## src/rtl/cbc_pkg.sv

```systemverilog
package cbc_pkg;

  typedef enum logic [2:0] {
    CT_NONE = 3'd0,
    CT_MBC1 = 3'd1,
    CT_MBC2 = 3'd2,
    CT_MBC3 = 3'd3,
    CT_MBC5 = 3'd4
  } ctrl_type_e;

  typedef enum logic [1:0] {
    REQ_READ  = 2'd0,
    REQ_WRITE = 2'd1,
    REQ_TICK  = 2'd2
  } req_type_e;

  typedef enum logic [2:0] {
    TGT_SYSMEM = 3'd0,
    TGT_ROM    = 3'd1,
    TGT_RAM    = 3'd2,
    TGT_RTC    = 3'd3,
    TGT_CONST  = 3'd4,
    TGT_NONE   = 3'd5
  } target_e;

  localparam int PHYS_ADDR_W     = 23;
  localparam int ROM_OFFSET_BITS = 14;
  localparam int RAM_OFFSET_BITS = 13;
  localparam int RTC_REGS        = 5;

  typedef logic [8:0] rom_full_t;

  // Bus windows
  localparam logic [15:0] CTRL_EN_HI   = 16'h1FFF;
  localparam logic [15:0] CTRL_ROM_HI  = 16'h3FFF;
  localparam logic [15:0] MBC5_ROML_HI = 16'h2FFF;
  localparam logic [15:0] CTRL_RAM_HI  = 16'h5FFF;
  localparam logic [15:0] ROM_WIN_LO   = 16'h4000;
  localparam logic [15:0] ROM_WIN_HI   = 16'h7FFF;
  localparam logic [15:0] RAM_WIN_LO   = 16'hA000;
  localparam logic [15:0] RAM_WIN_HI   = 16'hBFFF;
  localparam logic [15:0] GAP_WIN_LO   = 16'hFEA0;
  localparam logic [15:0] GAP_WIN_HI   = 16'hFEFF;

  localparam logic [7:0] RAM_ENABLE_KEY = 8'h0A;
  localparam logic [7:0] RAM_DISABLE    = 8'h00;
  localparam logic [7:0] GAP_DATA       = 8'hFF;
  localparam logic [7:0] MBC1_LOW_MASK  = 8'h1F;
  localparam logic [7:0] MBC3_ROM_MASK  = 8'h7F;
  localparam logic [7:0] MBC3_BANK_HI   = 8'h07;
  localparam logic [7:0] RTC_SEL_FIRST  = 8'h08;
  localparam logic [7:0] RTC_SEL_LAST   = 8'h0C;
  localparam logic [7:0] MODE_MAX       = 8'h01;

  localparam logic [7:0] SEC_LIMIT  = 8'd60;
  localparam logic [7:0] MIN_LIMIT  = 8'd60;
  localparam logic [7:0] HOUR_LIMIT = 8'd24;

  typedef struct packed {
    logic       tick;
    logic       wr;
    logic [2:0] idx;
    logic [7:0] wdata;
  } rtc_ctl_t;

endpackage

```

## src/rtl/cbc_if.sv

```systemverilog
interface cbc_req_if;
  logic        valid;
  logic        ready;
  logic [1:0]  req_type;
  logic [15:0] addr;
  logic [7:0]  wdata;

  modport source(output valid, req_type, addr, wdata, input ready);
  modport sink(input valid, req_type, addr, wdata, output ready);
endinterface

interface cbc_rsp_if;
  logic        valid;
  logic        ready;
  logic [2:0]  target;
  logic [22:0] phys_addr;
  logic [7:0]  rdata;

  modport source(output valid, target, phys_addr, rdata, input ready);
  modport sink(input valid, target, phys_addr, rdata, output ready);
endinterface

interface cbc_cfg_if;
  logic       valid;
  logic       ready;
  logic [2:0] data;

  modport source(output valid, data, input ready);
  modport sink(input valid, data, output ready);
endinterface

```

## src/rtl/cbc_rtc.sv

```systemverilog
module cbc_rtc (
  input  logic              clk_i,
  input  logic              rst_ni,
  input  cbc_pkg::rtc_ctl_t ctl_i,
  input  logic [2:0]        rd_idx_i,
  output logic [7:0]        rd_data_o
);
  import cbc_pkg::*;

  logic [7:0] regs_q [RTC_REGS];
  logic [7:0] regs_d [RTC_REGS];

  logic [7:0] sec_inc, min_mid, hour_mid;
  logic       sec_wrap, min_wrap, hour_wrap;
  logic [8:0] day_cur, day_nxt;
  logic       day_ovf;

  // Seconds, minutes and hours ripple only on equality, so out-of-range
  // values written by software keep counting and wrap at 256.
  always_comb begin
    sec_inc   = regs_q[0] + 8'd1;
    sec_wrap  = (sec_inc == SEC_LIMIT);
    min_mid   = sec_wrap ? regs_q[1] + 8'd1 : regs_q[1];
    min_wrap  = (min_mid == MIN_LIMIT);
    hour_mid  = min_wrap ? regs_q[2] + 8'd1 : regs_q[2];
    hour_wrap = (hour_mid == HOUR_LIMIT);
    day_cur   = {regs_q[4][0], regs_q[3]};
    day_nxt   = day_cur + 9'd1;
    day_ovf   = &day_cur;
  end

  always_comb begin
    regs_d = regs_q;
    if (ctl_i.tick) begin
      regs_d[0] = sec_wrap ? 8'd0 : sec_inc;
      regs_d[1] = min_wrap ? 8'd0 : min_mid;
      regs_d[2] = hour_wrap ? 8'd0 : hour_mid;
      if (hour_wrap) begin
        regs_d[3] = day_nxt[7:0];
        regs_d[4] = {regs_q[4][7] | day_ovf, regs_q[4][6:1], day_nxt[8]};
      end
    end else if (ctl_i.wr && ctl_i.idx < 3'(RTC_REGS)) begin
      regs_d[ctl_i.idx] = ctl_i.wdata;
    end
  end

  always_ff @(posedge clk_i or negedge rst_ni) begin
    if (!rst_ni) begin
      for (int i = 0; i < RTC_REGS; i++) regs_q[i] <= 8'd0;
    end else begin
      regs_q <= regs_d;
    end
  end

  assign rd_data_o = (rd_idx_i < 3'(RTC_REGS)) ? regs_q[rd_idx_i] : 8'd0;

endmodule

```

## src/rtl/cartridge_bank_controller_core.sv

```systemverilog
// Cartridge bank controller: address translation and bank register updates.
// Latency: the result word for a request is registered at the edge that
// accepts it and is presented from the next cycle.
// Throughput: one request per cycle; a held result does not stall intake
// as long as the sink takes it in the same cycle.
// Reset: banks, enables, RTC select and clock registers return to defaults.
module cartridge_bank_controller_core #(
  parameter int ROM_BANK_BITS = 9,
  parameter int RAM_BANK_BITS = 4
) (
  input  logic       clk_i,
  input  logic       rst_ni,
  cbc_cfg_if.sink    cfg_i,
  cbc_req_if.sink    req_i,
  cbc_rsp_if.source  rsp_o
);
  import cbc_pkg::*;

  localparam rom_full_t ROM_MASK = rom_full_t'((1 << ROM_BANK_BITS) - 1);

  logic [2:0]               ctype_q;
  logic [ROM_BANK_BITS-1:0] rom_bank_q, rom_bank_d;
  logic [RAM_BANK_BITS-1:0] ram_bank_q, ram_bank_d;
  logic                     ram_on_q, ram_on_d;
  logic                     mode_q, mode_d;
  logic [3:0]               rtc_sel_q, rtc_sel_d;

  logic                     rsp_valid_q;
  logic [2:0]               target_q, target_d;
  logic [PHYS_ADDR_W-1:0]   phys_q, phys_d;
  logic [7:0]               rdata_q, rdata_d;

  logic                     req_fire, ctrl_wr, rtc_active;
  rom_full_t                rom_cur, rom_cand;
  logic [7:0]               rtc_rd;
  rtc_ctl_t                 rtc_ctl;

  assign req_i.ready = !rsp_valid_q || rsp_o.ready;
  assign req_fire    = req_i.valid && req_i.ready;
  assign cfg_i.ready = 1'b1;

  assign rtc_active = (ctype_q == CT_MBC3) && rtc_sel_q[3] && (rtc_sel_q[2:0] <= 3'd4);
  assign rom_cur    = rom_full_t'(rom_bank_q);

  // Result word
  always_comb begin
    target_d = TGT_NONE;
    phys_d   = '0;
    rdata_d  = 8'd0;
    ctrl_wr  = 1'b0;
    rtc_ctl  = '0;
    rtc_ctl.idx   = rtc_sel_q[2:0];
    rtc_ctl.wdata = req_i.wdata;
    case (req_i.req_type)
      REQ_READ: begin
        case (req_i.addr) inside
          [ROM_WIN_LO:ROM_WIN_HI]: begin
            target_d = TGT_ROM;
            phys_d   = PHYS_ADDR_W'({rom_bank_q, req_i.addr[ROM_OFFSET_BITS-1:0]});
          end
          [RAM_WIN_LO:RAM_WIN_HI]: begin
            if (!ram_on_q) begin
              target_d = TGT_CONST;
            end else if (rtc_active) begin
              target_d = TGT_RTC;
              rdata_d  = rtc_rd;
            end else begin
              target_d = TGT_RAM;
              phys_d   = PHYS_ADDR_W'({ram_bank_q, req_i.addr[RAM_OFFSET_BITS-1:0]});
            end
          end
          [GAP_WIN_LO:GAP_WIN_HI]: begin
            target_d = TGT_CONST;
            rdata_d  = GAP_DATA;
          end
          default: begin
            target_d = TGT_SYSMEM;
            phys_d   = PHYS_ADDR_W'(req_i.addr);
          end
        endcase
      end
      REQ_WRITE: begin
        case (req_i.addr) inside
          [16'h0000:ROM_WIN_HI]: begin
            ctrl_wr  = req_fire;
            target_d = TGT_NONE;
          end
          [RAM_WIN_LO:RAM_WIN_HI]: begin
            if (!ram_on_q) begin
              target_d = TGT_NONE;
            end else if (rtc_active) begin
              target_d   = TGT_RTC;
              rtc_ctl.wr = req_fire;
            end else begin
              target_d = TGT_RAM;
              phys_d   = PHYS_ADDR_W'({ram_bank_q, req_i.addr[RAM_OFFSET_BITS-1:0]});
            end
          end
          default: begin
            target_d = TGT_SYSMEM;
            phys_d   = PHYS_ADDR_W'(req_i.addr);
          end
        endcase
      end
      REQ_TICK: begin
        rtc_ctl.tick = req_fire;
      end
      default: begin
        target_d = TGT_NONE;
      end
    endcase
  end

  // Control register writes below 0x8000
  always_comb begin
    rom_bank_d = rom_bank_q;
    ram_bank_d = ram_bank_q;
    ram_on_d   = ram_on_q;
    mode_d     = mode_q;
    rtc_sel_d  = rtc_sel_q;
    rom_cand   = rom_cur;
    if (ctrl_wr) begin
      case (req_i.addr) inside
        [16'h0000:CTRL_EN_HI]: begin
          case (ctype_q)
            CT_MBC1: ram_on_d = (req_i.wdata == RAM_ENABLE_KEY);
            CT_MBC2: if (req_i.addr[8]) ram_on_d = !ram_on_q;
            CT_MBC3, CT_MBC5: begin
              if (req_i.wdata == RAM_ENABLE_KEY) ram_on_d = 1'b1;
              else if (req_i.wdata == RAM_DISABLE) ram_on_d = 1'b0;
            end
            default: ;
          endcase
        end
        [16'h2000:CTRL_ROM_HI]: begin
          case (ctype_q)
            CT_MBC1: begin
              rom_cand = ({rom_cur[8:5], 5'd0} | rom_full_t'(req_i.wdata & MBC1_LOW_MASK))
                         & ROM_MASK;
              // bump banks 0x00, 0x20, 0x40 and 0x60
              if (rom_cand[8:7] == 2'd0 && rom_cand[4:0] == 5'd0) rom_cand[0] = 1'b1;
              rom_bank_d = rom_cand[ROM_BANK_BITS-1:0];
            end
            CT_MBC2: begin
              if (req_i.addr[8]) rom_bank_d = ROM_BANK_BITS'(req_i.wdata[3:0]);
            end
            CT_MBC3: begin
              rom_cand = rom_full_t'(req_i.wdata & MBC3_ROM_MASK) & ROM_MASK;
              if (rom_cand == '0) rom_cand = rom_full_t'(1);
              rom_bank_d = rom_cand[ROM_BANK_BITS-1:0];
            end
            CT_MBC5: begin
              if (req_i.addr <= MBC5_ROML_HI) rom_cand = {rom_cur[8], req_i.wdata};
              else rom_cand = {req_i.wdata[0], rom_cur[7:0]};
              rom_bank_d = rom_cand[ROM_BANK_BITS-1:0];
            end
            default: ;
          endcase
        end
        [16'h4000:CTRL_RAM_HI]: begin
          case (ctype_q)
            CT_MBC1: begin
              if (mode_q) begin
                ram_bank_d = RAM_BANK_BITS'(req_i.wdata[1:0]);
              end else begin
                rom_cand   = {rom_cur[8:7], req_i.wdata[1:0], rom_cur[4:0]} & ROM_MASK;
                rom_bank_d = rom_cand[ROM_BANK_BITS-1:0];
              end
            end
            CT_MBC3: begin
              case (req_i.wdata) inside
                [8'h00:MBC3_BANK_HI]: begin
                  ram_bank_d = RAM_BANK_BITS'(req_i.wdata[2:0]);
                  rtc_sel_d  = 4'd0;
                end
                [RTC_SEL_FIRST:RTC_SEL_LAST]: rtc_sel_d = req_i.wdata[3:0];
                default: ;
              endcase
            end
            CT_MBC5: ram_bank_d = RAM_BANK_BITS'(req_i.wdata[3:0]);
            default: ;
          endcase
        end
        default: begin
          if (ctype_q == CT_MBC1 && req_i.wdata <= MODE_MAX) mode_d = req_i.wdata[0];
        end
      endcase
    end
  end

  cbc_rtc u_rtc (
    .clk_i    (clk_i),
    .rst_ni   (rst_ni),
    .ctl_i    (rtc_ctl),
    .rd_idx_i (rtc_sel_q[2:0]),
    .rd_data_o(rtc_rd)
  );

  always_ff @(posedge clk_i or negedge rst_ni) begin
    if (!rst_ni) begin
      ctype_q    <= CT_NONE;
      rom_bank_q <= ROM_BANK_BITS'(1);
      ram_bank_q <= '0;
      ram_on_q   <= 1'b0;
      mode_q     <= 1'b0;
      rtc_sel_q  <= 4'd0;
    end else begin
      if (cfg_i.valid) ctype_q <= cfg_i.data;
      rom_bank_q <= rom_bank_d;
      ram_bank_q <= ram_bank_d;
      ram_on_q   <= ram_on_d;
      mode_q     <= mode_d;
      rtc_sel_q  <= rtc_sel_d;
    end
  end

  // Output word register; refill on the same edge it drains
  always_ff @(posedge clk_i or negedge rst_ni) begin
    if (!rst_ni) begin
      rsp_valid_q <= 1'b0;
    end else if (req_i.ready) begin
      rsp_valid_q <= req_i.valid;
    end
  end

  always_ff @(posedge clk_i) begin
    if (req_fire) begin
      target_q <= target_d;
      phys_q   <= phys_d;
      rdata_q  <= rdata_d;
    end
  end

  assign rsp_o.valid     = rsp_valid_q;
  assign rsp_o.target    = target_q;
  assign rsp_o.phys_addr = phys_q;
  assign rsp_o.rdata     = rdata_q;

endmodule

```

## src/flat_wrapper.sv

```systemverilog
// flat-port wrapper written by rule: the top's interface ports become plain ports
module cartridge_bank_controller_core_flat import cbc_pkg::*;
#(
  parameter int ROM_BANK_BITS = 9,
  parameter int RAM_BANK_BITS = 4
)
  (clk_i, rst_ni, cfg_i_valid, cfg_i_data, cfg_i_ready, req_i_valid, req_i_req_type, req_i_addr, req_i_wdata, req_i_ready, rsp_o_valid, rsp_o_target, rsp_o_phys_addr, rsp_o_rdata, rsp_o_ready);
  cbc_cfg_if cfg_i_i ();
  cbc_req_if req_i_i ();
  cbc_rsp_if rsp_o_i ();
  input  logic clk_i;
  input  logic rst_ni;
  input wire logic [$bits(cfg_i_i.valid)-1:0] cfg_i_valid;
  input wire logic [$bits(cfg_i_i.data)-1:0] cfg_i_data;
  output wire logic [$bits(cfg_i_i.ready)-1:0] cfg_i_ready;
  input wire logic [$bits(req_i_i.valid)-1:0] req_i_valid;
  input wire logic [$bits(req_i_i.req_type)-1:0] req_i_req_type;
  input wire logic [$bits(req_i_i.addr)-1:0] req_i_addr;
  input wire logic [$bits(req_i_i.wdata)-1:0] req_i_wdata;
  output wire logic [$bits(req_i_i.ready)-1:0] req_i_ready;
  output wire logic [$bits(rsp_o_i.valid)-1:0] rsp_o_valid;
  output wire logic [$bits(rsp_o_i.target)-1:0] rsp_o_target;
  output wire logic [$bits(rsp_o_i.phys_addr)-1:0] rsp_o_phys_addr;
  output wire logic [$bits(rsp_o_i.rdata)-1:0] rsp_o_rdata;
  input wire logic [$bits(rsp_o_i.ready)-1:0] rsp_o_ready;
  assign cfg_i_i.valid = cfg_i_valid;
  assign cfg_i_i.data = cfg_i_data;
  assign cfg_i_ready = cfg_i_i.ready;
  assign req_i_i.valid = req_i_valid;
  assign req_i_i.req_type = req_i_req_type;
  assign req_i_i.addr = req_i_addr;
  assign req_i_i.wdata = req_i_wdata;
  assign req_i_ready = req_i_i.ready;
  assign rsp_o_valid = rsp_o_i.valid;
  assign rsp_o_target = rsp_o_i.target;
  assign rsp_o_phys_addr = rsp_o_i.phys_addr;
  assign rsp_o_rdata = rsp_o_i.rdata;
  assign rsp_o_i.ready = rsp_o_ready;
  cartridge_bank_controller_core #(.ROM_BANK_BITS(ROM_BANK_BITS), .RAM_BANK_BITS(RAM_BANK_BITS)) u_core (.clk_i(clk_i), .rst_ni(rst_ni), .cfg_i(cfg_i_i), .req_i(req_i_i), .rsp_o(rsp_o_i));
endmodule
```

## config.mk

```make
export PLATFORM = sky130hd
export DESIGN_NAME = cartridge_bank_controller_core_flat
export DESIGN_NICKNAME = d
export VERILOG_FILES = /design/src/rtl/cbc_pkg.sv /design/src/rtl/cbc_if.sv /design/src/rtl/cbc_rtc.sv /design/src/rtl/cartridge_bank_controller_core.sv /design/src/flat_wrapper.sv
export SDC_FILE = /design/constraint.sdc
export NUM_CORES = 1
export LEC_CHECK = 0
export BUFFER_PORTS_ARGS = -buffer_cell sky130_fd_sc_hd__buf_2
export CAP_MARGIN = 20
export CORE_ASPECT_RATIO = 1.1
export CORE_MARGIN = 4
export CORE_UTILIZATION = 25
export DETAILED_ROUTE_END_ITERATION = 16
export GPL_ROUTABILITY_DRIVEN = 0
export PLACE_DENSITY = 0.47
export SYNTH_ARGS = -nofsm -noshare
export SYNTH_HDL_FRONTEND = slang
export SYNTH_SLANG_ARGS = --single-unit
```

## constraint.sdc

```tcl
create_clock -name clk_i -period 2.67 [get_ports clk_i]
set_input_delay 0.267 -clock clk_i [delete_from_list [all_inputs] [get_ports clk_i]]
set_output_delay 0.267 -clock clk_i [all_outputs]
set_load 0.005 [all_outputs]
```

* Word-level counts from Yosys, hierarchy flattened
Index checks and enable logic that the tools add are counted.
** Storage, ports and cells
- Flip-flop bits (word level) :: 97
- Bits of input ports :: 34
- Output and inout port bits :: 37
** Operators by class
- Add/subtract/negate cells :: 4
- Order comparisons :: 21
- Equality and inequality tests :: 20
- Muxes and demuxes :: 62
- Bitwise gates (word level) :: 8
- Reductions and logical operators :: 43
** Operator list (number)
- $mux W23 :: 5
- $mux W8 :: 13
- $mux W40 :: 2
- $pmux W23 S2 :: 1
- $mux W9 :: 5
- $bwmux W40 :: 1
- $pmux W9 S4 :: 1
- $ge A16 B16 Y1 const B :: 2
- $le A16 B14 Y1 const B :: 2
- $le A16 B15 Y1 const B :: 2
- $le A16 B16 Y1 const B :: 2
- $mux W16 :: 2
- $add A8 B1 Y8 const B :: 3
- $bmux W8 S3 :: 1
- $demux W8 S3 :: 1
- $mux W3 :: 7
- $reduce_and A6 Y1 :: 3
- $mux W17 :: 1
- $eq A8 B6 Y1 const B :: 2
- $ge A16 B1 Y1 const B :: 1
- $ge A16 B14 Y1 const B :: 1
- $ge A16 B15 Y1 const B :: 1
- $le A16 B13 Y1 const B :: 1
- $logic_and A1 B1 Y1 :: 16
- other kinds (46) :: 82

* Longest topological paths before layout
- Word-level depth :: 11
- Gate-level depth with buffers :: 10
- Mapped depth without buffers :: 8

* Modules after synthesis
Synthesis repeated with hierarchy kept, for this count alone.
** Second synthesis, totals
- Cells, all modules :: 593
- Area total of the unflattened synthesis :: 5826.8 um2
** Modules (own cells, without submodules)
- cbc_rtc :: instances 1, cells each 344, area each 3021.6 um2, seq. area each 1001.0 um2
- cartridge_bank_controller_core :: instances 1, cells each 249, area each 2805.2 um2, seq. area each 1597.8 um2

* Worst setup path before layout
OpenSTA, ideal clock, no wires.
- Kind :: register to register
- Start point :: reg u_core.u_rtc.regs_q[16] (netlist name)
- End point :: reg u_core.u_rtc.regs_q (netlist bit u_core.u_rtc.day_cur[1])
- Setup time :: 125 ps
- Arrival :: 2357 ps
- Data required time :: 2545 ps
- Slack :: 189 ps
- Stages on the path, launching flop included :: 7
- Buffers on the path :: 0
- Clock period less this slack :: 2481 ps
- Cell sequence :: dfrtp_1 > ha_1 > or4b_2 > nor4_1 > o211ai_2 > nand3_1 > mux2_2
** On the way
- Word-level cells in the longest chain between the ends :: 5
** RTL lines
- start: declaration :: RTL line cbc_rtc.sv:10 : logic [7:0] regs_q [RTC_REGS];
- start signal: assignment :: RTL line cbc_rtc.sv:51 : regs_q <= regs_d;
- $add A8 B1 Y8 :: RTL line cbc_rtc.sv:25 : hour_mid = min_wrap ? regs_q[2] + 8'd1 : regs_q[2];
- $mux W8 * :: RTL line cbc_rtc.sv:25
- $eq A8 B5 Y1 * :: RTL line cbc_rtc.sv:26 : hour_wrap = (hour_mid == HOUR_LIMIT);
- $ne A2 B2 Y1 (no line) *
- $reduce_and A2 Y1 (no line) *
Mark *: on every way between the ends. The rest lies on a longest branch, timed or not.
A chain may end at the register's enable or synchronous reset.

* Worst setup path in the final report
- Start point :: reg u_core.u_rtc.regs_q[16] (netlist name)
- End point :: reg u_core.u_rtc.regs_q (netlist bit u_core.u_rtc.day_cur[7])
Same word-level chain as after synthesis.

==> impl_results.md <==
* Critical Path RT at 2.92 ns
* Vias in the first global route at 5177
* Mapped Area at 5780 um2
* I/O Pins at 71
* CTS tree: done
* PD cells at 498 nW/um2
* Ys flop type: dfrtp_1
* Most frequent cells in the layout: buf_2, nor2_1, dfrtp_1
* Mapped Nets at 656
* Final Hold Vio Count at 0
* Initial Util at 25.4%
* Clk sinks at 97
* Die area at 25600 um2
* H-tree depth reported by CTS at 3
* Arrival time worst endpoint at 2.75 ns
* Syn Area/Cell at 9.38 um2
* Seq/Total Area, Yosys at 45.0%
* Relative slew slack at 53.4%
* Via-to-Cell Ratio at 5.11
* Peak VDD IR at 0.253 mV
* Crit-path slowest cell: or4b_2
* CP endpoint kind: flop
* Final setup viols at 0
* Crit path max-delay family: simple AND/OR/NAND/NOR gates
* Area share of the largest cell type after synthesis at 26.9%
* YS warnings at 0
* Clock power frac at 38.7%
* Num CTS Buffers at 9
* Total power at 3.55 mW
* Setup TNS at 0 ns
* Nets at 755
* Period Utilization, post-route at 93.7%
* Crit Path Class: reg2reg
* Hold Path Class: in2reg
* Chip height at 167 um
* Switching Share at 27.8%
* Worst-Margin Slew at 0.690 ns
* DRC errors left at 0
* #FFs+latches synth at 97
* Synth area leaders: dfrtp_1, edfxtp_1, nor2_1
* Sequential cell area at 2600 um2
* Asr flop ratio synth at 64.9%
* Grt total ovfl at 0
* Synth cell types at 79
* Area Growth Syn to Fin at 23.2%
* Hold path cells at 3
* First drt pass iteration count at 5
* First-pass GRT wire length at 30100 um
* Status: finished, final reports clean
* Total Routed Length at 18900 um
* Layout cells sized above 1 at 25.0%
* # fillers at 2446
* Clk_skew at 0.0101 ns
* IO Port Bufs at 69
* Largest net degree at the start of global routing at 64
* Power Internal at 2.56 mW
* Worst path cell trace: ha_1, or4b_2, nor4_2, buf_4, o211ai_2, and2_2, a221oi_1
* Total stage count of the critical path at 7
* Number of synthesized flops with an enable pin at 34
* R2r worst-path depth at 7
* Cell count after synthesis at 616
* CP peak stage delay at 0.65 ns
* Routed Antenna Nets at 0
* # Max-Cap Violations at 0
* Leak at 2.99 nW
* Worst-Skew Late Latency at 0.35 ns
* Initial antenna violation count at 0
* Drt wl/cell at 18.5 um
* Commonest non-fill, non-tap cell in the layout: buf_2
* Clock slew at reported path FFs at 0.07 ns
* Count of pins over their slew limit at 0
* Dominant cell type by area after synthesis: dfrtp_1
* Sequential fraction of design power at 47.8%
* Die width at 153 um
* CTS Buffer Depth at 2
* Core area at 22800 um2
* Net Switching at 0.987 mW
* Clock period minus worst slack at 2.50 ns
* Total GRT Usage at 14.8%
* Max FO, Critical Path at 7
* DR vias at 5210
* Initial DRC Count at 337
* Critical Path Start Type: flop
* Achievable Freq at 0.400 GHz
* ANT cells at 0
* CP Buf/Inv Count at 1
* Root Driver: clkbuf_16
* Multi-input gate area at 2990 um2
* RSZ-0062 raised after global routing: no
* Row count at 58
* Combinational share of power at 13.6%
* Hold Slack at 0.143 ns
* Final HPWL DP at 13900 um
path summary, 6_finish.rpt:
path,from,to,slack (ns)
worst min register to register,u_core.rom_bank_q[4],u_core.rom_bank_q[4],0.47
max in group asynchronous,rst_ni,u_core.rom_bank_q[0],1.85
worst max register to register,u_core.u_rtc.regs_q[16],u_core.u_rtc.day_cur[7],0.17
worst max-delay path,u_core.u_rtc.regs_q[16],u_core.u_rtc.day_cur[7],0.17
min in group asynchronous,rst_ni,u_core.u_rtc.regs_q[29],0.45
worst min-delay path,req_i_valid,u_core.rsp_o.valid,0.14
power by group through the flow:
| stage | registers (mW) | clock network [mW] | logic [mW] |
|---|---|---|---|
| 3_3_place_gp | 1.72 | 0 | 0.468 |
| 5_1_grt | 1.71 | 1.47 | 0.530 |
| 6_report | 1.69 | 1.37 | 0.481 |
| 2_1_floorplan | 1.70 | 0 | 0.272 |
| 3_5_place_dp | 1.72 | 0 | 0.470 |
| 4_1_cts | 1.69 | 1.42 | 0.473 |
kinds of logic after synthesis:
| kind of cell | count (synthesis) | synth area share [%] |
|---|---|---|
| xor+xnor | 5 | 0.758 |
| compound gates | 161 | 18.3 |
| simple gates | 253 | 23.2 |
| fa+ha+maj | 6 | 1.30 |
| other cells | 1 | 0.0649 |
| mux | 37 | 7.17 |
| flops | 97 | 45.0 |
| buf+inv | 56 | 4.20 |
worst register-to-register path, cell delays in order, from the launching register on:
cell and delay (ns):
dfrtp_1 0.39, ha_1 0.31, or4b_2 0.65, nor4_2 0.23, buf_4 0.15, o211ai_2 0.10, and2_2 0.30, a221oi_1 0.28
cell type report:
class | count | area share [%]
flip-flops and latches | 97 | 36.5
repair buffers | 125 | 11.0
well taps | 300 | 5.27
clock inverters | 6 | 1.02
clock buffers | 10 | 3.22
inverters | 19 | 1.00
multi-input cells | 463 | 42.0
Yosys cell counts (all sizes together), types with 4 or more instances:
library cell	n
nor2b	9
a221oi	5
a311oi	4
o32ai	4
and2	22
nor3b	4
nand3	25
and4	4
ha	6
and3	11
nand2b	6
nand4	6
or3	4
a21oi	43
mux2i	20
nor4	11
mux2	15
o21ai	33
nand2	48
clkbuf	17
buf	20
edfxtp	34
nor3	18
dfrtp	62
nor2	62
or4	4
a31oi	13
a211oi	8
inv	19
o22ai	14
nand3b	4
layer usage:
metal	GRT usage, %	vias up	share of wire, %
met5	0	-	0
met4	4.80	0	1.8
met3	2.07	20	4.0
met2	24.7	145	48
met1	19.8	2539	47
li1	-	2506	-
stage by stage:
stage	std cells	setup WS (ns)	utilization (%)	area [um2]
2_1_floorplan	616	0.189	-	5780
3_3_place_gp	1002	0.146	29.7	6760
3_5_place_dp	1002	0.0800	29.7	6760
4_1_cts	1019	0.0884	31.0	7070
5_1_grt	1020	0.00484	31.2	7120
6_report	1020	0.168	31.2	7120
state kept, by name, indices dropped and copies added, names as in the netlist, 3 cells and up:
signal                  cells
u_core.u_rtc.day_cur        9
u_core.ctype_q              3
u_core.ram_bank_q           4
u_core.u_rtc.regs_q        31
u_core.rsp_o.phys_addr     23
u_core.rsp_o.rdata          8
u_core.rsp_o.target         3
u_core.rtc_sel_q            4
u_core.rom_bank_q           9
what timing repair did:
action / in CTS / in global routing
setup endpoints to repair: 0 / 14
gates resized for setup: 0 / 9
endpoints found under the hold margin: 62 / 0
hold buffers: 1 / 0
buffers inserted: 0 / 0
Power figures use the tool's default switching activity.
